$ cat src/rtl/llcp_pkg.sv
// Shared constants, status codes and types of the line-line closest point block.
`timescale 1ns / 1ps

package llcp_pkg;

	localparam int LLCP_COORD_WIDTH = 32;
	localparam int LLCP_FRAC_BITS = 16;
	localparam int LLCP_QUEUE_DEPTH = 4;
	localparam int LLCP_TOL_WIDTH = 31;
	localparam int LLCP_DOT_WIDTH = 64;
	localparam logic [LLCP_TOL_WIDTH-1:0] LLCP_TOL_RESET = 31'd66;

	typedef enum logic [1:0] {
		ST_OK       = 2'd0,
		ST_B_DEGEN  = 2'd1,
		ST_A_DEGEN  = 2'd2,
		ST_PARALLEL = 2'd3
	} llcp_status_t;

endpackage

$ cat src/rtl/llcp_front.sv
// Front end: direction vectors of both lines and the degenerate-line classification.
`timescale 1ns / 1ps

module llcp_front import llcp_pkg::*; #(
	parameter int COORD_WIDTH = LLCP_COORD_WIDTH
) (
	input  logic signed [COORD_WIDTH-1:0]    a_start_x,
	input  logic signed [COORD_WIDTH-1:0]    a_start_y,
	input  logic signed [COORD_WIDTH-1:0]    a_start_z,
	input  logic signed [COORD_WIDTH-1:0]    a_end_x,
	input  logic signed [COORD_WIDTH-1:0]    a_end_y,
	input  logic signed [COORD_WIDTH-1:0]    a_end_z,
	input  logic signed [COORD_WIDTH-1:0]    b_start_x,
	input  logic signed [COORD_WIDTH-1:0]    b_start_y,
	input  logic signed [COORD_WIDTH-1:0]    b_start_z,
	input  logic signed [COORD_WIDTH-1:0]    b_end_x,
	input  logic signed [COORD_WIDTH-1:0]    b_end_y,
	input  logic signed [COORD_WIDTH-1:0]    b_end_z,
	input  logic [LLCP_TOL_WIDTH-1:0]        tol,
	output logic [6*COORD_WIDTH+9*(COORD_WIDTH+1)+1:0] entry
);

	localparam int CW = COORD_WIDTH;
	localparam int D  = CW + 1;
	localparam int MW = (D > LLCP_TOL_WIDTH) ? D : LLCP_TOL_WIDTH;

	logic signed [CW-1:0] p1 [3];
	logic signed [CW-1:0] p2 [3];
	logic signed [CW-1:0] p3 [3];
	logic signed [CW-1:0] p4 [3];
	logic signed [D-1:0]  d13 [3];
	logic signed [D-1:0]  d43 [3];
	logic signed [D-1:0]  d21 [3];
	logic [2:0]           small43;
	logic [2:0]           small21;
	logic [1:0]           st;

	function automatic logic is_small(input logic signed [D-1:0] v,
			input logic [LLCP_TOL_WIDTH-1:0] t);
		logic [D-1:0] mag;
		mag = v[D-1] ? (~v + 1'b1) : v;
		return MW'(mag) < MW'(t);
	endfunction

	assign p1 = '{a_start_x, a_start_y, a_start_z};
	assign p2 = '{a_end_x, a_end_y, a_end_z};
	assign p3 = '{b_start_x, b_start_y, b_start_z};
	assign p4 = '{b_end_x, b_end_y, b_end_z};

	always_comb begin
		for (int c = 0; c < 3; c++) begin
			d13[c] = D'(p1[c]) - D'(p3[c]);
			d43[c] = D'(p4[c]) - D'(p3[c]);
			d21[c] = D'(p2[c]) - D'(p1[c]);
			small43[c] = is_small(d43[c], tol);
			small21[c] = is_small(d21[c], tol);
		end
		if (&small43) begin
			st = ST_B_DEGEN;
		end else if (&small21) begin
			st = ST_A_DEGEN;
		end else begin
			st = ST_OK;
		end
	end

	assign entry = {st, p1[0], p1[1], p1[2], p3[0], p3[1], p3[2],
		d13[0], d13[1], d13[2], d43[0], d43[1], d43[2], d21[0], d21[1], d21[2]};

endmodule

$ cat config.mk
export PLATFORM = sky130hd
export DESIGN_NAME = llcp_front
export DESIGN_NICKNAME = d
export VERILOG_FILES = /design/src/rtl/llcp_pkg.sv /design/src/rtl/llcp_front.sv
export SDC_FILE = /design/constraint.sdc
export NUM_CORES = 1
export LEC_CHECK = 0
export BUFFER_PORTS_ARGS = -buffer_cell sky130_fd_sc_hd__clkbuf_2
export CAP_MARGIN = 20
export CORE_AREA = 2 2 354 356
export DETAILED_ROUTE_END_ITERATION = 10
export DIE_AREA = 0 0 356 358
export GPL_TIMING_DRIVEN = 1
export PLACE_DENSITY = 0.42
export RECOVER_POWER = 100
export SLEW_MARGIN = 10
export SYNTH_ARGS = -nofsm -noshare
export SYNTH_HDL_FRONTEND = slang
export SYNTH_SLANG_ARGS = --single-unit
$ cat constraint.sdc
create_clock -name vclk -period 13.9
set_input_delay 1.39 -clock vclk [all_inputs]
set_output_delay 1.39 -clock vclk [all_outputs]
set_load 0.005 [all_outputs]
# Word-level counts from Yosys, hierarchy flattened
# Cells that the tools add are included.
[word_totals] ff_bits=0 in_bits=415
[op_classes] bitwise=6 reduce_logical=2 order_cmp=6 n_mux=8 n_addsub=15
[op_table] operator="32-bit by 32-bit subtractor with 33-bit output" count=9
[op_table] operator="33-bit by 1-bit adder with 33-bit output (second input constant)" count=6
[op_table] operator="33-bit by 31-bit < comparator with 1-bit output" count=6
[op_table] operator="33-bit two-way mux" count=6
[op_table] operator="33-bit NOT" count=6
[op_table] operator="3-bit AND reduction" count=2
[op_table] operator="2-bit two-way mux" count=2

# Longest topological paths before layout
# Gate-level depths: netlist (run 1).
[depth] ltp_word=8 depth_mapped=32

# Least setup slack after synthesis (run 1)
# OpenSTA, ideal clock, no wires.
[synth_path] path_kind="input port to output port" from="input port b_end_y[0]" to="output port entry[490]" stages=27 t_arrival_ps=6701 slack_ps=5809 required_ps=12510 cell_sequence="inv_1 -> ha_1 -> fa_1 -> nand2b_1 -> a21o_1 -> a21o_1 -> xnor2_1 -> nor3_1 -> nand4b_1 -> or2_2 -> nor3b_1 -> inv_1 -> or3_1 -> o31ai_1 -> xnor2_1 -> ha_1 -> a21o_1 -> a21o_1 -> a21oi_1 -> nor2_1 -> a211o_1 -> a2111oi_0 -> o211ai_1 -> nor3_1 -> o211ai_1 -> nor3b_2 -> nor4_2"
[synth_between] elab_chain_len=7
[synth_lines] item="start: declaration" line="llcp_front.sv:17" text="input logic signed [COORD_WIDTH-1:0] b_end_y,"
[synth_lines] item="32-bit by 32-bit subtractor with 33-bit output (*)" line="llcp_front.sv:53" text="d43[c] = D'(p4[c]) - D'(p3[c]);"
[synth_lines] item="named net entry[140]" line="llcp_front.sv:20" text="output logic [6*COORD_WIDTH+9*(COORD_WIDTH+1)+1:0] entry"
[synth_lines] item="33-bit NOT" line="llcp_front.sv:41" text="mag = v[D-1] ? (~v + 1'b1) : v;"
[synth_lines] item="33-bit by 1-bit adder with 33-bit output" line="llcp_front.sv:41"
[synth_lines] item="33-bit two-way mux (*)" line="llcp_front.sv:41"
[synth_lines] item="33-bit by 31-bit < comparator with 1-bit output (*)" line="llcp_front.sv:42" text="return MW'(mag) < MW'(t);"
[synth_lines] item="3-bit AND reduction (*)" line="llcp_front.sv:58" text="if (&small43) begin"
[synth_lines] item="2-bit two-way mux (*)" line="llcp_front.sv:58"
[synth_lines] item="end: declaration" line="llcp_front.sv:20"
# Mark *: on every way through the listed nets, which the timed path passes. The rest lies on a longest branch.

# Final worst setup path (run 1)
[layout_path] from="input port b_start_y[1]" to="output port entry[490]"
[layout_between] elab_chain_len=7
[layout_lines] item="start: declaration" line="llcp_front.sv:14" text="input logic signed [COORD_WIDTH-1:0] b_start_y,"
[layout_lines] item="32-bit by 32-bit subtractor with 33-bit output (*)" line="llcp_front.sv:53"
[layout_lines] item="33-bit NOT" line="llcp_front.sv:41"
[layout_lines] item="33-bit by 1-bit adder with 33-bit output" line="llcp_front.sv:41"
[layout_lines] item="33-bit two-way mux (*)" line="llcp_front.sv:41"
[layout_lines] item="33-bit by 31-bit < comparator with 1-bit output (*)" line="llcp_front.sv:42"
[layout_lines] item="3-bit AND reduction (*)" line="llcp_front.sv:58"
[layout_lines] item="2-bit two-way mux (*)" line="llcp_front.sv:58"
# Mark *: on every way between the ends. The rest lies on a longest branch, timed or not.

==> results.txt, run 1 <==
----------------------------------------------------
[Routing]
  Total met3 wirelength after detailed routing ... 5840 um
  Residual antenna-violating net count after detailed routing ... 0
  Met1 WL ... 61,100 um
  Drt pass-1 iters ... 6
  DR iter-0 viols ... 1,921
  Residual DRC count ... 0
  Routed met2 length ... 67,800 um
  Final routed wire length divided by cell count ... 22.6 um
  Top routing layer in use ... met5
  Vias per cell ... 4.87
  Vias ... 29.4k
  Total detailed-routing wirelength ... 136,000 um

[Clock tree]
  CTS resizes ... 0
  CTS Hold Buffers Added ... 0
  Buffers inserted during post-CTS setup optimization ... 0

[Placement]
  Number of buffers added on ports ... 906
  Routability cong. ... 0.915
  Post-place setup slack ... 3.34 ns
  HPWL after DPL ... 122,000 um

[STA]
  Min Clock Period, post-route ... 10.87 ns
  Part of the cycle the worst path needs ... 78.2%
  Total Neg Setup Slack ... 0 ns
  Transition at the pin with the smallest max-transition slack ... 1.63 ns
  Final setup violating endpoints ... 0
  Max-Slew Margin vs Limit ... -10.0%
  Final slew viol count ... 6
  Setup repair after global routing missed its margin ... no
  Fmax achieved ... 0.0920 GHz
  Worst path setup slack after routing ... 3.03 ns
  Number of failing hold endpoints at the final stage ... 0

[Floorplan]
  Die Y-Extent ... 358 um
  I/O pin total ... 906
  Number of placement rows ... 129
  Overall die width ... 356 um
  Core Region ... 123,000 sq um
  Die outline area ... 127,000 sq um
  Effective utilization at floorplan ... 20.8%

[Critical path]
  Highest net fanout along the worst path ... 6
  Req. time, crit path ... 12.51 ns
  Category of the critical setup timing path ... input port to primary output
  Element type at the critical path end ... primary output
  Data arrival time at the worst-slack endpoint ... 9.48 ns
  Crit start category ... input port

[Global routing]
  Global-route wire length before repair ... 192,000 um
  Global-route congestion overflow total ... 0
  Pin count of the biggest net entering global routing ... 28
  Number of antenna violations at the first check in global routing ... 20
  Vias in the first global route ... 28.1k
  Global-route usage over all layers ... 20.1%

[Layout]
  Synth-to-layout area growth ... 17.6%
  Number of nets at the end of the flow ... 5,307
  Clock buffer instance count of the final layout ... 0
  Register area ... 0 sq um
  Seq Cell Count ... 0
  Most frequent standard cell in the layout excluding fill and tap cells ... sky130_fd_sc_hd__clkbuf_2
  Highest-count cells in the layout ignoring fill and taps ... 526 x sky130_fd_sc_hd__clkbuf_2, 474 x sky130_fd_sc_hd__ha_1, 391 x sky130_fd_sc_hd__clkbuf_1, 383 x sky130_fd_sc_hd__inv_1, 294 x sky130_fd_sc_hd__nor2_1
  Share of cells above drive strength 1 ... 13.6%
  Number of fillers in the final layout ... 14.3k

[Run]
  Count of max-cap constraint violations ... 1

[Synthesis]
  Area share of the largest cell type after synthesis ... 23.1%
  Post-synthesis cell area ... 25,700 sq um
  Syn nets ... 4,631
  Instance count of the mapped netlist ... 3,733
  Number of warnings reported in the yosys synthesis log ... 0
  Cell type with the highest aggregate area in the netlist ... sky130_fd_sc_hd__ha_1
  Per-instance average area after synthesis ... 6.88 sq um
  Sequential-to-total area share from yosys stat ... 0%
  Post-synthesis cell type count ... 107
  Cell types occupying the most area after synthesis ... sky130_fd_sc_hd__ha_1 23%, sky130_fd_sc_hd__xnor2_1 8.5%, sky130_fd_sc_hd__buf_4 5.6%

[Status]
  Violated checks ... capacitance limit, slew limit
  Run status ... finished, violations left

[Hold path]
  Min-delay worst type ... input port to primary output

[Power]
  Power density cells ... 70.6 nW/um^2
  Worst ir drop on vdd ... 0.0198 mV
  Static leakage ... 14.6 nW

----------------------------------------------------
==> cells in the mapped netlist, types with 13 or more instances <==
library cell,n
sky130_fd_sc_hd__ha_1,474
sky130_fd_sc_hd__nand2_1,219
sky130_fd_sc_hd__nand3b_1,13
sky130_fd_sc_hd__o31ai_1,44
sky130_fd_sc_hd__clkbuf_1,63
sky130_fd_sc_hd__a31oi_1,51
sky130_fd_sc_hd__o21ai_0,227
sky130_fd_sc_hd__a211o_1,20
sky130_fd_sc_hd__o21a_1,77
sky130_fd_sc_hd__inv_1,383
sky130_fd_sc_hd__or2_2,19
sky130_fd_sc_hd__a21oi_1,274
sky130_fd_sc_hd__nor4_1,22
sky130_fd_sc_hd__nor2_1,294
sky130_fd_sc_hd__xor2_1,119
sky130_fd_sc_hd__nand4_1,55
sky130_fd_sc_hd__o21bai_1,21
sky130_fd_sc_hd__xnor2_1,250
sky130_fd_sc_hd__o211ai_1,29
sky130_fd_sc_hd__o31a_1,13
sky130_fd_sc_hd__a21boi_0,22
sky130_fd_sc_hd__nor2b_1,57
sky130_fd_sc_hd__buf_4,192
sky130_fd_sc_hd__and2_1,33
sky130_fd_sc_hd__or3_1,31
sky130_fd_sc_hd__a211oi_1,42
sky130_fd_sc_hd__nand3_1,92
sky130_fd_sc_hd__a221oi_1,13
sky130_fd_sc_hd__nor3_1,86
sky130_fd_sc_hd__nand2b_1,61
sky130_fd_sc_hd__a21o_1,153
sky130_fd_sc_hd__and3_1,35
==> where the power goes <==
group | internal, mW | total [mW] | leakage, nW | switching (mW)
logic | 0.810 | 2.13 | 14.6 | 1.32
clock network | 0.00000000968 | 0.00000000969 | 0.00000634 | 0
registers | 0 | 0 | 0 | 0
==> critical path: stages <==
cell	delay [ns]
sky130_fd_sc_hd__clkbuf_1	0.25
sky130_fd_sc_hd__inv_1	0.11
sky130_fd_sc_hd__ha_1	0.31
sky130_fd_sc_hd__nand2b_1	0.14
sky130_fd_sc_hd__a21oi_1	0.11
sky130_fd_sc_hd__o21ai_0	0.76
sky130_fd_sc_hd__o211ai_1	0.38
sky130_fd_sc_hd__xor2_1	0.29
sky130_fd_sc_hd__nand4b_1	0.28
sky130_fd_sc_hd__or2_2	0.35
sky130_fd_sc_hd__nor3b_1	0.75
sky130_fd_sc_hd__inv_1	0.13
sky130_fd_sc_hd__or3_1	0.45
sky130_fd_sc_hd__o31ai_1	0.26
sky130_fd_sc_hd__xnor2_1	0.15
sky130_fd_sc_hd__ha_1	0.26
sky130_fd_sc_hd__a21o_1	0.16
sky130_fd_sc_hd__a21o_1	0.17
sky130_fd_sc_hd__a21oi_1	0.22
sky130_fd_sc_hd__nor2_1	0.10
sky130_fd_sc_hd__a211o_1	0.28
sky130_fd_sc_hd__a2111oi_0	0.52
sky130_fd_sc_hd__o211ai_1	0.17
sky130_fd_sc_hd__nor3_1	0.20
sky130_fd_sc_hd__o211ai_1	0.14
sky130_fd_sc_hd__nor3b_1	0.84
sky130_fd_sc_hd__nor4_2	0.12
sky130_fd_sc_hd__clkbuf_1	0.14
==> stage by stage <==
stage | cell area, sq um | power [mW] | utilization, % | hold WS, ns | std cells
finish | 30200 | 2.13 | 24.5 | 2.96 | 6045
global route | 30200 | 2.37 | 24.5 | 2.97 | 6045
CTS | 30800 | 2.20 | 25.0 | 2.97 | 6044
detailed placement | 30800 | 2.19 | 25.0 | 2.97 | 6044
global placement | 30800 | 2.19 | 25.0 | 2.97 | 6044
floorplan | 25700 | 1.36 | - | 2.86 | 3733
==> cells by family (layout without fill, tap and decap cells) <==
logic type | count (synthesis) | in the layout | share of synthesized area [%]
muxes | 14 | 14 | 0.565
AOI/OAI and AO/OA | 1136 | 1136 | 29.3
and+or+nand+nor | 1083 | 1083 | 21.3
adders and majority gates | 483 | 483 | 23.8
xor gates and xnor gates | 371 | 371 | 12.7
other | 0 | 1 | 0
buffers and inverters | 646 | 1320 | 12.3
==> final cells by class <==
| class | count | area, sq um | share of cell area, % |
|---|---|---|---|
| repair buffers | 936 | 4220 | 14.0 |
| well taps | 1637 | 2050 | 6.78 |
| diodes | 1 | 2.50 | 0.00829 |
| inverters | 384 | 1440 | 4.77 |
| multi-input cells | 3087 | 22500 | 74.4 |
==> path summary, 6_finish.rpt <==
path,start,end,cells after the start
max,b_start_y[1],entry[490],28
min,b_start_x[29],entry[390],2
==> layer usage <==
| metal | vias up | GRT usage (%) |
|---|---|---|
| li1 | 14700 | - |
| met1 | 13900 | 26.2 |
| met2 | 785 | 36.8 |
| met3 | 62 | 1.95 |
| met4 | 8 | 1.88 |
| met5 | - | 0 |
No activity file was read; power rests on OpenSTA's default activity.
==> run 2: changes to the inputs <==
--- a/config.mk
+++ b/config.mk
@@ -11,7 +11,7 @@
 export DETAILED_ROUTE_END_ITERATION = 10
 export DIE_AREA = 0 0 356 358
 export GPL_TIMING_DRIVEN = 1
-export PLACE_DENSITY = 0.42
+export PLACE_DENSITY = 0.43
 export RECOVER_POWER = 100
 export SLEW_MARGIN = 10
 export SYNTH_ARGS = -nofsm -noshare
==> constraint.sdc (replaced) <==
create_clock -name vclk -period 9.7
set_input_delay 0.97 -clock vclk [all_inputs]
set_output_delay 0.97 -clock vclk [all_outputs]
set_load 0.005 [all_outputs]
==> results.txt, run 2 (synthesis results as in run 1) <==
----------------------------------------------------
[Critical path]
  Highest net fanout along the worst path ... 5
  Element type at the critical path end ... primary output
  Data arrival time at the worst-slack endpoint ... 8.15 ns
  Crit start category ... input port
  Category of the critical setup timing path ... input port to primary output
  Req. time, crit path ... 8.73 ns

[Layout]
  Synth-to-layout area growth ... 18.0%
  Register area ... 0 sq um
  Fin cells ... 6,059
  Number of nets at the end of the flow ... 5,314
  Total non-filler cell area in the finished layout ... 30,300 sq um
  Seq Cell Count ... 0
  Highest-count cells in the layout ignoring fill and taps ... 523 x sky130_fd_sc_hd__clkbuf_2, 474 x sky130_fd_sc_hd__ha_1, 394 x sky130_fd_sc_hd__clkbuf_1, 382 x sky130_fd_sc_hd__inv_1, 294 x sky130_fd_sc_hd__nor2_1
  Share of cells above drive strength 1 ... 13.9%
  Clock buffer instance count of the final layout ... 0
  Most frequent standard cell in the layout excluding fill and tap cells ... sky130_fd_sc_hd__clkbuf_2

[STA]
  Worst slack on hold paths ... 2.12 ns
  Transition at the pin with the smallest max-transition slack ... 1.43 ns
  Final slew viol count ... 0
  Min Clock Period, post-route ... 9.12 ns
  Part of the cycle the worst path needs ... 94.1%
  Final setup violating endpoints ... 0
  Max-Slew Margin vs Limit ... 3.38%
  Fmax achieved ... 0.110 GHz
  Setup repair after global routing missed its margin ... no
  Total Neg Setup Slack ... 0 ns
  Number of failing hold endpoints at the final stage ... 0

[Hold path]
  Terminating pin of the worst hold path ... entry[316]
  Min-delay worst type ... input port to primary output
  Number of instances on the worst hold path ... 2
  Launch point of the worst hold path ... b_start_z[19]

[Placement]
  Number of instances in the placed design ... 6,050
  Routability cong. ... 0.899
  Number of buffers added on ports ... 906
  Standard cell area after detailed placement ... 30,800 sq um
  HPWL after DPL ... 121,000 um

[Routing]
  DR iter-0 viols ... 1,915
  Final routed wire length divided by cell count ... 22.3 um
  Vias ... 29.3k
  Total detailed-routing wirelength ... 135,000 um
  Residual antenna-violating net count after detailed routing ... 0
  Residual DRC count ... 0
  Drt pass-1 iters ... 5
  Vias per cell ... 4.84

[Power]
  Worst ir drop on vdd ... 0.0319 mV
  Overall Power ... 3.05 mW
  Static leakage ... 14.7 nW
  Power density cells ... 101 nW/um^2

[Floorplan]
  Number of placement rows ... 129
  Effective utilization at floorplan ... 20.8%
  Die outline area ... 127,000 sq um
  Overall die width ... 356 um
  I/O pin total ... 906
  Die Y-Extent ... 358 um
  Core Region ... 123,000 sq um

[Global routing]
  Vias in the first global route ... 27.6k
  Global-route usage over all layers ... 19.8%
  Pin count of the biggest net entering global routing ... 30
  Number of antenna violations at the first check in global routing ... 25
  Global-route congestion overflow total ... 0
  Global-route wire length before repair ... 189,000 um

[Status]
  Run status ... complete, no violations

[Run]
  Count of max-cap constraint violations ... 0

----------------------------------------------------
run 2: changes by cell type in the layout (fill, tap and decap cells not counted), sizes merged:
cell	delta
clkinvlp	+2
inv	-1
diode	+7
buf	+6
run 2: cell type report:
cell class	count	area [sq um]
diodes	8	20.0
fillers	14300	93000
inverters	384	1450
multi-input cells	3087	22500
well taps	1637	2050
repair buffers	942	4280
repair inverters	1	5.00
run 2: through the flow:
stage	util (%)	worst slack [ns]
global placement	25.0	0.423
CTS	25.0	0.220
floorplan	-	2.45
finish	24.6	0.577
detailed placement	25.0	0.227
global route	24.6	0.0155
run 2: how the worst max path moves through the flow:
stage	start	end	slack (ns)
after floorplan	b_end_y[0]	entry[490]	2.45
after global placement	b_start_y[5]	entry[489]	0.42
after detailed placement	b_start_y[5]	entry[489]	0.23
after CTS	b_start_y[5]	entry[489]	0.22
after global routing	b_start_y[0]	entry[489]	0.02
final	b_start_y[0]	entry[489]	0.58
run 2: where the power goes:
group,leakage [nW],total [mW],switching (mW),internal (mW)
registers,0,0,0,0
clock network,0.0000507,0.0000000884,0,0.0000000883
logic,14.7,3.05,1.88,1.17
run 2: what timing repair did:
action                     CTS  global route
resized for setup            0             3
hold buffers                 0             0
buffers inserted             0             0
setup endpoints to repair    0             2
run 2: metal layers:
metal	track usage [%]	vias to the layer above	part of all wire, %
met4	1.97	8	1.1
met2	35.8	787	49
met1	26.2	13800	45
met3	1.81	70	4.1
li1	-	14700	-
met5	0	-	0.039
run 2: critical path, cell delays in order:
cell	delay (ns)
sky130_fd_sc_hd__clkbuf_1	0.11
sky130_fd_sc_hd__ha_1	0.30
sky130_fd_sc_hd__fa_1	0.42
sky130_fd_sc_hd__nand2b_1	0.19
sky130_fd_sc_hd__a21o_1	0.21
sky130_fd_sc_hd__a21oi_1	0.41
sky130_fd_sc_hd__a311oi_1	0.33
sky130_fd_sc_hd__o21ai_0	0.41
sky130_fd_sc_hd__xor2_1	0.25
sky130_fd_sc_hd__nor4_1	0.56
sky130_fd_sc_hd__or4b_1	0.58
sky130_fd_sc_hd__o31ai_1	0.27
sky130_fd_sc_hd__xnor2_1	0.28
sky130_fd_sc_hd__ha_1	0.32
sky130_fd_sc_hd__nand2_1	0.12
sky130_fd_sc_hd__nor2_1	0.10
sky130_fd_sc_hd__nand3_1	0.10
sky130_fd_sc_hd__nor3_1	0.08
sky130_fd_sc_hd__a211o_1	0.32
sky130_fd_sc_hd__a2111oi_0	0.44
sky130_fd_sc_hd__o211ai_1	0.16
sky130_fd_sc_hd__nor3_1	0.21
sky130_fd_sc_hd__o211ai_1	0.24
sky130_fd_sc_hd__nor3b_2	0.50
sky130_fd_sc_hd__clkbuf_2	0.26
