$ cat config.mk
export PLATFORM = sky130hd
export DESIGN_NAME = llcp_fifo
export DESIGN_NICKNAME = d
export VERILOG_FILES = /design/src/rtl/llcp_pkg.sv /design/src/rtl/llcp_fifo.sv
export SDC_FILE = /design/constraint.sdc
export NUM_CORES = 1
export LEC_CHECK = 0
export ABC_AREA = 1
export BUFFER_PORTS_ARGS = -buffer_cell sky130_fd_sc_hd__buf_2
export CAP_MARGIN = 20
export CORE_MARGIN = 3
export CORE_UTILIZATION = 50
export DETAILED_ROUTE_END_ITERATION = 12
export GPL_TIMING_DRIVEN = 0
export PLACE_DENSITY = 0.71
export SLEW_MARGIN = 5
export SYNTH_ARGS = -nofsm -noshare
export SYNTH_HDL_FRONTEND = slang
export SYNTH_SLANG_ARGS = --single-unit
$ cat constraint.sdc
create_clock -name clk -period 1.58 [get_ports clk]
set_clock_uncertainty 0.1 [all_clocks]
set_input_delay 0.079 -clock clk [delete_from_list [all_inputs] [get_ports clk]]
set_output_delay 0.079 -clock clk [all_outputs]
set_load 0.02 [all_outputs]
$ cat src/rtl/llcp_pkg.sv
// Shared constants, status codes and types of the line-line closest point block.
`timescale 1ns / 1ps

package llcp_pkg;

	localparam int LLCP_COORD_WIDTH = 32;
	localparam int LLCP_FRAC_BITS = 16;
	localparam int LLCP_QUEUE_DEPTH = 4;
	localparam int LLCP_TOL_WIDTH = 31;
	localparam int LLCP_DOT_WIDTH = 64;
	localparam logic [LLCP_TOL_WIDTH-1:0] LLCP_TOL_RESET = 31'd66;

	typedef enum logic [1:0] {
		ST_OK       = 2'd0,
		ST_B_DEGEN  = 2'd1,
		ST_A_DEGEN  = 2'd2,
		ST_PARALLEL = 2'd3
	} llcp_status_t;

endpackage

$ cat src/rtl/llcp_fifo.sv
// Small register queue between the classifying front and the arithmetic back.
`timescale 1ns / 1ps

module llcp_fifo import llcp_pkg::*; #(
	parameter int W = 8,
	parameter int DEPTH = LLCP_QUEUE_DEPTH
) (
	input  logic         clk,
	input  logic         arst_n,
	input  logic         push,
	input  logic [W-1:0] din,
	input  logic         pop,
	output logic [W-1:0] dout,
	output logic         full,
	output logic         empty
);

	localparam int AW = $clog2(DEPTH);

	logic [W-1:0] mem_q [DEPTH];
	logic [AW:0]  wr_q;
	logic [AW:0]  rd_q;

	assign full  = (wr_q[AW] != rd_q[AW]) && (wr_q[AW-1:0] == rd_q[AW-1:0]);
	assign empty = (wr_q == rd_q);
	assign dout  = mem_q[rd_q[AW-1:0]];

	always_ff @(posedge clk or negedge arst_n) begin
		if (!arst_n) begin
			wr_q <= '0;
			rd_q <= '0;
		end else begin
			if (push && !full) begin
				wr_q <= wr_q + 1'b1;
			end
			if (pop && !empty) begin
				rd_q <= rd_q + 1'b1;
			end
		end
	end

	always_ff @(posedge clk) begin
		if (push && !full) begin
			mem_q[wr_q[AW-1:0]] <= din;
		end
	end

endmodule

---- Word level (Yosys, flattened, before mapping) ----
Memories as Yosys holds them, arrays and structs flattened.
Cells that the tools add are included.
operators by class
  $add $sub $neg .......................... 2
  eq/ne operators ......................... 3
  mux-type cells .......................... 2
  reduce and logical (&&, ||, !) cells .... 5
operator list
  kind                   number
  $add A3 B1 Y3 const B  2
  $eq A3 B3 Y1           1
  $logic_and A1 B1 Y1    3
  $eq A2 B2 Y1           1
  $logic_not A1 Y1       2
  $mux W1                2
  $ne A1 B1 Y1           1
word-level totals
  register bits ........................... 6
  bits in writable memories ............... 32
  output and inout bits ................... 10
  memories ................................ 1
memory list
  name   words  width  read ports  clocked after Yosys merged registers in  write ports  RTL line         RTL
  mem_q  4      8      1           0                                        1            llcp_fifo.sv:20  logic [W-1:0] mem_q [DEPTH];

---- Depth between registers and ports, before layout ----
Gate-level depths: netlist of the first run.
  depth in word-level cells ............... 6
  depth in mapped cells ................... 8
  gate-level depth less buffers ........... 7

---- Worst setup path before layout of the first run ----
No wires, ideal clock.
  path kind ............................... register to register
  start ................................... register rd_q[0]
  end ..................................... memory mem_q[0][0] (enable)
  library setup time ...................... 371 ps
  arrival time ............................ 1198 ps
  required time ........................... 1109 ps
  setup slack ............................. -89 ps
  cell stages (with the launch flop) ...... 7
  buffers on the path ..................... 1
  clock period less this slack ............ 1669 ps
  cell sequence ........................... dfrtp_1 > buf_6 > nand2_1 > nand2_4 > nand3_4 > nand2_4 > nor2_1
between the ends
  longest elaborated chain between the ends .. 6
ends and longest elaborated chain
  element                        RTL line         RTL
  start, declared                llcp_fifo.sv:22  logic [AW:0] rd_q;
  start signal, assigned         llcp_fifo.sv:37  rd_q <= rd_q + 1'b1;
  $eq A2 B2 Y1                   llcp_fifo.sv:24  assign full = (wr_q[AW] != rd_q[AW]) && (wr_q[AW-1:0] == rd_q[AW-1:0]);
  $logic_and A1 B1 Y1            llcp_fifo.sv:24
  $logic_not A1 Y1               llcp_fifo.sv:43  if (push && !full) begin
  $logic_and A1 B1 Y1            llcp_fifo.sv:43
  $mux W1                        llcp_fifo.sv:43
  $mux W1 (not written as such)  llcp_fifo.sv:44  mem_q[wr_q[AW-1:0]] <= din;
  end, declared                  llcp_fifo.sv:20
No other way between the ends.

---- Worst setup path in the final report of the first run ----
  start ................................... register rd_q[0]
  end ..................................... memory mem_q[1][3] (enable)
Same word-level chain as after synthesis.

==> metrics.md, run 1 <==
| Metric | Value |
|---|---|
| Status | `complete, but fails checks` |
| Failing checks | `negative setup slack` |
| Setup crit start kind | `register` |
| 1st-iter DRT viols | `47` |
| Clock tree buffer depth | `2` |
| Ys Warns | `0` |
| CTS root buffer | `clkbuf_4` |
| Tmin final | `1.68 ns` |
| RSZ-0062 raised after global routing | `yes` |
| Post-synthesis sequential area ratio | `67.4%` |
| Vias per cell | `5.04` |
| Lkg Pwr | `0.000979 uW` |
| Worst slew pin tran | `0.314 ns` |
| Reg clk slew, reported paths | `0.11 ns` |
| Final layout net count | `215` |
| CTS tree | `yes` |
| Core area | `3100 um2` |
| # DRC | `0` |
| Worst EP arrival | `1.64 ns` |
| Antenna Nets Post-Route | `0` |
| Post-synth EDFFs | `32` |
| Pre-CTS WS | `-0.465 ns` |
| Hpwl dp | `2.11 mm` |
| Max frequency | `596 MHz` |
| Tcrit/Tclk final | `106%` |
| GRT Overall Usage | `20.7%` |
| Initial antenna violation count | `0` |
| #FFs+latches synth | `38` |
| Initial Util | `53.1%` |
| Clock sink count | `38` |
| Area contributors post-synth | `edfxtp_1, dfrtp_1, nand2_1` |
| Routed length per placed instance | `15.6 um` |
| I/O Buffers | `21` |
| Gr ovfl total | `0` |
| Dpl cell area | `1810 um2` |
| First-pass GRT wire length | `6.13 mm` |
| Setup Crit Path Kind | `reg -> reg` |
| Worst skew pair latency | `0.34 ns` |
| Final worst slack | `-0.0993 ns` |
| Global route hottest layer | `met2` |
| CP max FO | `8` |
| Hold Crit Class | `in -> reg` |
| DR vias | `1,224` |
| Placer congestion estimate | `0.760` |
| Largest net degree at the start of global routing | `12` |
| I/O pin total | `22` |
| Share of cells above drive strength 1 | `43.2%` |
| Die ar. | `4020 um2` |
| Antenna diodes | `0` |
| Synth Instances | `138` |
| Syn nets | `155` |
| Async S/R FF share, synth | `15.8%` |
| Syn-to-layout area delta | `45.5%` |
| Critical Path Sink Type | `register` |
| Worst endpoint required time | `1.54 ns` |
| TritonRoute pass-1 iters | `4` |
| Main flop type after synthesis | `edfxtp_1` |
| Distinct cell type count after synthesis | `19` |
| Fin. Hold Viols | `0` |
| Met1 Track Usage GR | `26.3%` |
| Syn Std Cell Area | `1650 um2` |
| Maximum vdd drop | `1.12 mV` |
| Final setup violation count | `41` |
| Synth top area share | `58.3%` |
| Die W | `63.4 um` |
| Finished layout cell area | `2400 um2` |
| Row Count | `20` |
| Fin. max-slew vios | `0` |
| GR Util met2 | `33.9%` |
| Final Routed Wirelength | `3.78 mm` |
| TritonCTS buffer count | `5` |
| Power density cells | `2020 nW/um2` |
| Syn_area_per_cell | `11.9 um2` |
| Max H-tree Level | `2` |
| Die Span Y | `63.4 um` |
| Post-synth top area cell | `edfxtp_1` |
| Number of global-route vias before repair | `1,269` |
| Slew HR | `79.0%` |
| Max_cap viols | `0` |
| GR Util met3 | `6.06%` |
==> critical path, stage by stage (launching register included) <==
cell	delay, ns
dfrtp_1	0.39
buf_6	0.16
clkinv_8	0.08
nand2_2	0.08
nand2_4	0.07
nand3_4	0.14
nand2_8	0.09
nor2_4	0.14
buf_12	0.14
==> routing by layer <==
metal,share of wire [%],vias to the layer above
met2,53,24
met5,0,-
li1,-,599
met4,0.82,0
met3,3.0,5
met1,43,596
==> kinds of logic after synthesis <==
logic type | synth area share [%]
adder cells (fa/ha/maj) | 3.79
buffers and inverters | 4.70
XOR/XNOR | 1.52
flip-flops | 67.4
AND/OR/NAND/NOR | 14.7
AO/OA/AOI/OAI | 7.89
==> state kept, by name (all words and copies together), names as in the netlist <==
signal  count
wr_q        3
rd_q        3
mem_q      32
==> final timing paths <==
check / slack [ns] / endpoint / from / depth (start not counted)
worst max-delay path: -0.1 / mem_q[1][3]$_DFFE_PP_ / rd_q[0]$_DFFE_PN0P_ / 8
worst min-delay path: 0.39 / mem_q[0][6]$_DFFE_PP_ / din[6] / 2
worst max register to register: -0.1 / mem_q[1][3]$_DFFE_PP_ / rd_q[0]$_DFFE_PN0P_ / 8
worst min register to register: 0.45 / wr_q[2]$_DFFE_PN0P_ / wr_q[2]$_DFFE_PN0P_ / 2
max in group asynchronous: 0.52 / rd_q[2]$_DFFE_PN0P_ / arst_n / 3
min in group asynchronous: 0.60 / rd_q[0]$_DFFE_PN0P_ / arst_n / 3
==> per-stage QoR <==
step                      setup TNS [ns]  instances  util (%)  power [uW]  hold WS, ns
after floorplan                    -2.14        138         -        2670       -0.317
after global placement             -9.91        203      58.3        3090       -0.192
after detailed placement          -11.24        203      58.3        3170       -0.189
after CTS                         -0.663        236      72.1        4350        0.373
after global routing               -5.62        243      77.3        5150        0.381
final                              -2.57        243      77.3        4840        0.388
==> cell usage in the layout, fill, tap and decap left out, types with 2 or more instances in the layout <==
master,synthesis,final
edfxtp_1,32,32
nand2_1,21,20
buf_4,0,19
buf_2,3,12
dlygate4sd3_1,0,12
nor2_1,19,11
o21ai_1,2,9
buf_6,1,8
o21ai_2,0,7
inv_1,12,7
o22ai_1,8,6
nand3_1,6,6
nor2_2,0,5
ha_1,5,5
clkbuf_4,0,5
inv_2,0,3
nor2_4,0,3
dfrtp_1,6,3
dfrtp_2,0,3
buf_12,0,3
buf_8,0,2
o22ai_2,0,2
nand2_2,2,2
nand2_4,2,2
nand3_4,1,2
==> final cells by class <==
cell class | instances | area (um2)
sequential | 38 | 1110
clock buffer | 7 | 55.1
tap | 44 | 55.1
fill | 188 | 703
timing repair buffer | 53 | 478
multi-input combinational | 83 | 569
buffer | 4 | 52.6
inverter | 13 | 70.1
clock inverter | 1 | 5.00
==> synth_stat cells (2+ instances only) <==
library cell and instances:
inv_1 12, edfxtp_1 32, o21ai_1 2, nand2_4 2, dfrtp_1 6, nor2_1 19
buf_2 3, nand3_1 6, o22ai_1 8, nand2_2 2, o21ai_0 14, ha_1 5
nand2_1 21
==> power breakdown <==
part / leakage, uW / total (uW) / switching, uW / internal, uW
Combinational: 0.000580 / 2790 / 1470 / 1320
Clock: 0.0000353 / 522 / 306 / 216
Sequential: 0.000363 / 1530 / 167 / 1360
Total: 0.000979 / 4840 / 1950 / 2900
==> repair_timing <==
item / 4_1_cts / 5_1_grt
hold buffers: 12 / 0
setup buffers: 11 / 7
resized for setup: 43 / 34
cloned: 2 / 0
pin swaps: 9 / 9
hold endpoints to repair: 43 / 0
endpoints found under the setup margin: 42 / 42
Power figures use the tool's default switching activity.
==> inputs of run 2 (changes only) <==
--- a/config.mk
+++ b/config.mk
@@ -8,11 +8,12 @@
 export ABC_AREA = 1
 export BUFFER_PORTS_ARGS = -buffer_cell sky130_fd_sc_hd__buf_2
 export CAP_MARGIN = 20
-export CORE_MARGIN = 3
-export CORE_UTILIZATION = 50
+export CORE_MARGIN = 8
+export CORE_UTILIZATION = 55
+export CTS_CLUSTER_DIAMETER = 80
 export DETAILED_ROUTE_END_ITERATION = 12
 export GPL_TIMING_DRIVEN = 0
-export PLACE_DENSITY = 0.71
+export PLACE_DENSITY = 0.75
 export SLEW_MARGIN = 5
 export SYNTH_ARGS = -nofsm -noshare
 export SYNTH_HDL_FRONTEND = slang
==> constraint.sdc (replaced) <==
create_clock -name clk -period 2.13 [get_ports clk]
set_clock_uncertainty 0.1 [all_clocks]
set_input_delay 0.1065 -clock clk [delete_from_list [all_inputs] [get_ports clk]]
set_output_delay 0.1065 -clock clk [all_outputs]
set_load 0.02 [all_outputs]
==> run 2 against run 1 <==
  * The run now ends clean
  * Combinational power decreased by 55%
  * Clock-buffer cell count fell by 1
  * Utilization down 10 points
  * Via count fell by 5.5%
  * Cell count down 12%
  * Clock power down 34%
  * Largest power group unchanged
==> metrics.md, run 2 (synthesis results as in run 1) <==
| Metric | Value |
|---|---|
| DR vias | `1,157 (was 1,224)` |
| Initial antenna violation count | `0 (unchanged)` |
| TritonCTS buffer count | `5 (unchanged)` |
| First-pass GRT wire length | `5.69 mm (was 6.13 mm)` |
| Clock sink count | `38 (unchanged)` |
| Placer congestion estimate | `0.773 (was 0.760)` |
| CTS root buffer | `clkbuf_4 (unchanged)` |
| Largest net degree at the start of global routing | `12 (unchanged)` |
| Flop pwr share | `40.9% (was 31.5%)` |
| CP max FO | `10 (was 8)` |
| Antenna Nets Post-Route | `0 (unchanged)` |
| Fin. max-slew vios | `0 (unchanged)` |
| Setup crit start kind | `register (unchanged)` |
| Worst endpoint required time | `1.92 ns (was 1.54 ns)` |
| Routed length per placed instance | `15.8 um (was 15.6 um)` |
| TritonRoute pass-1 iters | `4 (unchanged)` |
| Final std cells w/o fill | `213 (was 243)` |
| Worst EP arrival | `1.71 ns (was 1.64 ns)` |
| Hpwl dp | `2.19 mm (was 2.11 mm)` |
| Antenna diodes | `0 (unchanged)` |
| Critical Path Sink Type | `output port (was register)` |
| Most common cell after layout, fill and taps aside | `edfxtp_1 (unchanged)` |
| Max frequency | `522 MHz` |
| Most frequent cells in the layout | `edfxtp_1, buf_2, nand2_1, nor2_1, o21ai_0 (was edfxtp_1, nand2_1, buf_4, buf_2, dlygate4sd3_1)` |
| Setup Crit Path Kind | `reg -> out (was reg -> reg)` |
| Power density cells | `1360 nW/um2 (was 2020 nW/um2)` |
| 1st-iter DRT viols | `64 (was 47)` |
| Slew HR | `65.4% (was 79.0%)` |
| Worst slew pin tran | `0.519 ns (was 0.314 ns)` |
| Row Count | `20 (unchanged)` |
| Tmin final | `1.92 ns` |
| Max H-tree Level | `2 (unchanged)` |
| Setup TNS | `0 ns (was -2.57 ns)` |
| Post-CTS setup buffer count | `0 (was 11)` |
| Number of global-route vias before repair | `1,156 (was 1,269)` |
| Gr ovfl total | `0 (unchanged)` |
| Maximum vdd drop | `0.652 mV (was 1.12 mV)` |
| Dpl cell area | `1800 um2 (was 1810 um2)` |
| Clock Power Share | `12.7% (was 10.8%)` |
| Vias per cell | `5.43 (was 5.04)` |
| Switching share of power | `42.7% (was 40.2%)` |
| Die ar. | `5010 um2 (was 4020 um2)` |
| Pre-CTS WS | `0.101 ns (was -0.465 ns)` |
| Worst skew pair latency | `0.34 ns (about the same)` |
| Combinational share of power | `46.4% (was 57.7%)` |
| Max_cap viols | `0 (unchanged)` |
| Number of flip-flops in the largest register | `32 (unchanged)` |
| Fin. Hold Viols | `0 (unchanged)` |
| Lkg Pwr | `0.000837 uW (was 0.000979 uW)` |
| RSZ-0062 raised after global routing | `no (was yes)` |
| Status | `completed (was complete, but fails checks)` |
| Final Routed Wirelength | `3.38 mm (was 3.78 mm)` |
| Final worst slack | `0.215 ns (was -0.0993 ns)` |
| GRT Overall Usage | `14.9% (was 20.7%)` |
| P_sw | `1160 uW (was 1950 uW)` |
| Die Span Y | `70.8 um (was 63.4 um)` |
| # DRC | `0 (unchanged)` |
| Int Pwr | `1550 uW (was 2900 uW)` |
| Reg clk slew, reported paths | `0.10 ns (was 0.11 ns)` |
| Die W | `70.8 um (was 63.4 um)` |
| Final setup violation count | `0 (was 41)` |
| CTS tree | `yes (unchanged)` |
| Hold Crit Class | `in -> reg (unchanged)` |
| I/O Buffers | `21 (unchanged)` |
| Syn-to-layout area delta | `20.3% (was 45.5%)` |
| Tcrit/Tclk final | `89.9%` |
| Share of cells above drive strength 1 | `23.3% (was 43.2%)` |
| Finished layout cell area | `1980 um2 (was 2400 um2)` |
| Final layout net count | `196 (was 215)` |
| Initial Util | `55.8% (was 53.1%)` |
| Core area | `2950 um2 (was 3100 um2)` |
| Cell count after placement | `192 (was 203)` |
| Clock tree buffer depth | `2 (unchanged)` |
| Power consumption | `2700 uW (was 4840 uW)` |
| I/O pin total | `22 (unchanged)` |
==> run 2: power by group through the flow <==
stage | clock network [uW] | logic [uW] | registers, uW
2_1_floorplan | 0 | 890 | 1090
3_3_place_gp | 0 | 1190 | 1110
3_5_place_dp | 0 | 1240 | 1120
4_1_cts | 353 | 1260 | 1100
5_1_grt | 383 | 1390 | 1120
6_report | 344 | 1250 | 1100
==> run 2: layout make-up <==
class / instances / area [um2]
clock buffers: 6 / 41.3
inverters: 13 / 51.3
flip-flops and latches: 38 / 1110
clock inverters: 2 / 8.76
repair buffers: 34 / 235
plain buffers: 4 / 26.3
well taps: 33 / 41.3
fillers: 230 / 970
multi-input cells: 83 / 468
==> run 2: path summary, 6_finish.rpt <==
kind                                     startpoint                     to  slack [ns]  cells past startpoint
min in group asynchronous                    arst_n    rd_q[0]$_DFFE_PN0P_        0.60                      3
worst min-delay path                         din[4]  mem_q[1][4]$_DFFE_PP_        0.41                      2
worst max-delay path            rd_q[0]$_DFFE_PN0P_                dout[4]        0.21                      6
worst max register to register  wr_q[0]$_DFFE_PN0P_  mem_q[2][2]$_DFFE_PP_        0.33                      6
max in group asynchronous                    arst_n    rd_q[1]$_DFFE_PN0P_        0.61                      4
worst min register to register  wr_q[2]$_DFFE_PN0P_    wr_q[2]$_DFFE_PN0P_        0.44                      2
==> run 2: timing repair <==
action | 4_1_cts | 5_1_grt
endpoints found under the hold margin | 43 | 0
setup endpoints to repair | 0 | 16
gates resized for setup | 0 | 3
hold buffers | 13 | 0
==> run 2: through the flow <==
| stage | util (%) | hold WS (ns) |
|---|---|---|
| 2_1_floorplan | - | -0.289 |
| 3_3_place_gp | 60.8 | -0.165 |
| 3_5_place_dp | 60.8 | -0.165 |
| 4_1_cts | 66.9 | 0.394 |
| 5_1_grt | 67.2 | 0.417 |
| 6_report | 67.2 | 0.412 |
==> run 2: per-layer routing <==
layer | global-route usage [%] | up-vias | routed length (um)
met3 | 5.08 | 5 | 194
met2 | 25.6 | 35 | 1720
li1 | - | 559 | -
met5 | 0 | - | 0
met1 | 16.2 | 558 | 1400
met4 | 6.24 | 0 | 62
==> run 2: critical path, cell delays in order (launching register included) <==
cell and delay, ns:
dfrtp_1 0.41, buf_6 0.15, inv_4 0.10, buf_2 0.26
nor2_1 0.07, o22ai_1 0.19, buf_2 0.20
==> inputs of run 3 (changes only) <==
--- a/config.mk
+++ b/config.mk
@@ -6,11 +6,12 @@
 export NUM_CORES = 1
 export LEC_CHECK = 0
 export ABC_AREA = 1
-export BUFFER_PORTS_ARGS = -buffer_cell sky130_fd_sc_hd__buf_2
+export BUFFER_PORTS_ARGS = -buffer_cell sky130_fd_sc_hd__buf_4
 export CAP_MARGIN = 20
 export CORE_MARGIN = 8
 export CORE_UTILIZATION = 55
 export CTS_CLUSTER_DIAMETER = 80
+export CTS_CLUSTER_SIZE = 30
 export DETAILED_ROUTE_END_ITERATION = 12
 export GPL_TIMING_DRIVEN = 0
 export PLACE_DENSITY = 0.75
==> run 3 against run 2 <==
  * Non-clock buffer count is 1 lower
  * Die area stayed put
  * Clock-buffer cell count is 1 higher
  * Cell count is 0.47% lower
==> metrics.md, run 3 (synthesis results as in run 1) <==
| Metric | Value |
|---|---|
| Tcrit/Tclk final | `93.0% (was 89.9%)` |
| Row Count | `20 (unchanged)` |
| Worst endpoint required time | `2.01 ns (was 1.92 ns)` |
| Post-CTS setup buffer count | `0 (unchanged)` |
| 1st-iter DRT viols | `122 (was 64)` |
| Dpl cell area | `1850 um2 (was 1800 um2)` |
| Worst skew pair latency | `0.34 ns (about the same)` |
| Die Span Y | `70.8 um (unchanged)` |
| Initial Util | `55.8% (unchanged)` |
| Setup Crit Path Kind | `reg -> reg (was reg -> out)` |
| Share of cells above drive strength 1 | `22.9% (was 23.3%)` |
| Max_cap viols | `0 (unchanged)` |
| Max H-tree Level | `2 (unchanged)` |
| TritonCTS buffer count | `5 (unchanged)` |
| Tmin final | `1.98 ns (was 1.92 ns)` |
| Hpwl dp | `2.31 mm (was 2.19 mm)` |
| Routed length per placed instance | `15.9 um (was 15.8 um)` |
| Die W | `70.8 um (unchanged)` |
| Maximum vdd drop | `0.724 mV (was 0.652 mV)` |
| Setup TNS | `0 ns (unchanged)` |
| Antenna diodes | `0 (unchanged)` |
| I/O Buffers | `21 (unchanged)` |
| I/O pin total | `22 (unchanged)` |
| CTS tree | `yes (unchanged)` |
| Antenna Nets Post-Route | `0 (unchanged)` |
| Fin. max-slew vios | `0 (unchanged)` |
| Reg clk slew, reported paths | `0.10 ns (about the same)` |
| Pre-CTS WS | `0.111 ns (was 0.101 ns)` |
| Reg2reg setup slack | `0.15 ns (was 0.33 ns)` |
| Final Routed Wirelength | `3.38 mm (about the same)` |
| Status | `completed (unchanged)` |
| Fill cell count | `231 (was 230)` |
| Syn-to-layout area delta | `24.2% (was 20.3%)` |
| Final setup violation count | `0 (unchanged)` |
| Vias per cell | `5.25 (was 5.43)` |
| Power density cells | `1420 nW/um2 (was 1360 nW/um2)` |
| Gr ovfl total | `0 (unchanged)` |
| Setup crit start kind | `register (unchanged)` |
| Most frequent cells in the layout | `edfxtp_1, nand2_1, buf_4, nor2_1, o21ai_0 (was edfxtp_1, buf_2, nand2_1, nor2_1, o21ai_0)` |
| Final layout net count | `195 (was 196)` |
| Slew HR | `49.9% (was 65.4%)` |
| First-pass GRT wire length | `5.80 mm (was 5.69 mm)` |
| Number of global-route vias before repair | `1,168 (was 1,156)` |
| Clock sink count | `38 (unchanged)` |
| Die ar. | `5010 um2 (unchanged)` |
| Placer congestion estimate | `0.781 (was 0.773)` |
| Hold Crit Class | `in -> reg (unchanged)` |
| Most common cell after layout, fill and taps aside | `edfxtp_1 (unchanged)` |
| # DRC | `0 (unchanged)` |
| TritonRoute pass-1 iters | `4 (unchanged)` |
| Largest net degree at the start of global routing | `12 (unchanged)` |
| CP max FO | `8 (was 10)` |
| Number of flip-flops in the largest register | `32 (unchanged)` |
| Worst slew pin tran | `0.748 ns (was 0.519 ns)` |
| Initial antenna violation count | `0 (unchanged)` |
| Worst EP arrival | `1.86 ns (was 1.71 ns)` |
| Core area | `2950 um2 (unchanged)` |
| Final worst slack | `0.149 ns (was 0.215 ns)` |
| RSZ-0062 raised after global routing | `yes (was no)` |
| Finished layout cell area | `2050 um2 (was 1980 um2)` |
| Fin. Hold Viols | `0 (unchanged)` |
| Lkg Pwr | `0.000859 uW (was 0.000837 uW)` |
| Max frequency | `505 MHz (was 522 MHz)` |
| CTS root buffer | `clkbuf_4 (unchanged)` |
| GRT Overall Usage | `15.3% (was 14.9%)` |
| DR vias | `1,114 (was 1,157)` |
| Clock tree buffer depth | `2 (unchanged)` |
| Critical Path Sink Type | `register (was output port)` |
==> run 3: layout make-up <==
| class | count | area, um2 | area share (%) |
|---|---|---|---|
| buffer | 4 | 26.3 | 1.28 |
| clock buffer | 7 | 45.0 | 2.20 |
| clock inverter | 1 | 30.0 | 1.47 |
| inverter | 13 | 51.3 | 2.50 |
| multi-input combinational | 83 | 465 | 22.7 |
| sequential | 38 | 1110 | 54.2 |
| tap | 33 | 41.3 | 2.02 |
| timing repair buffer | 33 | 278 | 13.6 |
==> run 3: final timing paths <==
check | from | end | depth (start not counted)
setup / recovery | wr_q[0]$_DFFE_PN0P_ | mem_q[2][6]$_DFFE_PP_ | 6
hold / removal | din[4] | mem_q[2][4]$_DFFE_PP_ | 2
setup reg to reg | wr_q[0]$_DFFE_PN0P_ | mem_q[2][6]$_DFFE_PP_ | 6
hold reg to reg | wr_q[2]$_DFFE_PN0P_ | wr_q[2]$_DFFE_PN0P_ | 2
max in group asynchronous | arst_n | rd_q[2]$_DFFE_PN0P_ | 3
min in group asynchronous | arst_n | wr_q[2]$_DFFE_PN0P_ | 3
==> run 3: metrics by stage <==
stage | total power (uW) | hold slack [ns] | util (%) | std cells
after floorplan | 1980 | -0.289 | - | 138
after global placement | 2390 | -0.183 | 62.6 | 192
after detailed placement | 2450 | -0.183 | 62.6 | 192
after CTS | 2940 | 0.397 | 69.2 | 212
after global routing | 3120 | 0.390 | 69.4 | 212
final | 2910 | 0.404 | 69.4 | 212
==> run 3: routing by layer <==
| layer | track usage (%) | share of wire (%) | up-vias |
|---|---|---|---|
| met1 | 16.6 | 41 | 534 |
| met5 | 0 | 0 | - |
| li1 | - | - | 555 |
| met4 | 5.54 | 0.77 | 0 |
| met2 | 26.7 | 54 | 23 |
| met3 | 5.37 | 4.1 | 2 |
==> run 3: power breakdown <==
| part | internal [uW] | total, uW | switching (uW) |
|---|---|---|---|
| sequential | 1000 | 1100 | 101 |
| clock | 249 | 476 | 227 |
| combinational | 498 | 1330 | 833 |
==> run 3: repair_timing <==
item,in CTS,in global routing
resized for setup,0,2
hold buffers,12,0
endpoints found under the setup margin,0,8
hold endpoints to repair,43,0
==> run 3: worst max-delay path: stages, from the launching register on <==
cell	delay, ns
dfrtp_1	0.46
inv_1	0.13
nand2_2	0.10
nand2_4	0.06
nand3_4	0.11
nand2_4	0.08
nor2_1	0.58
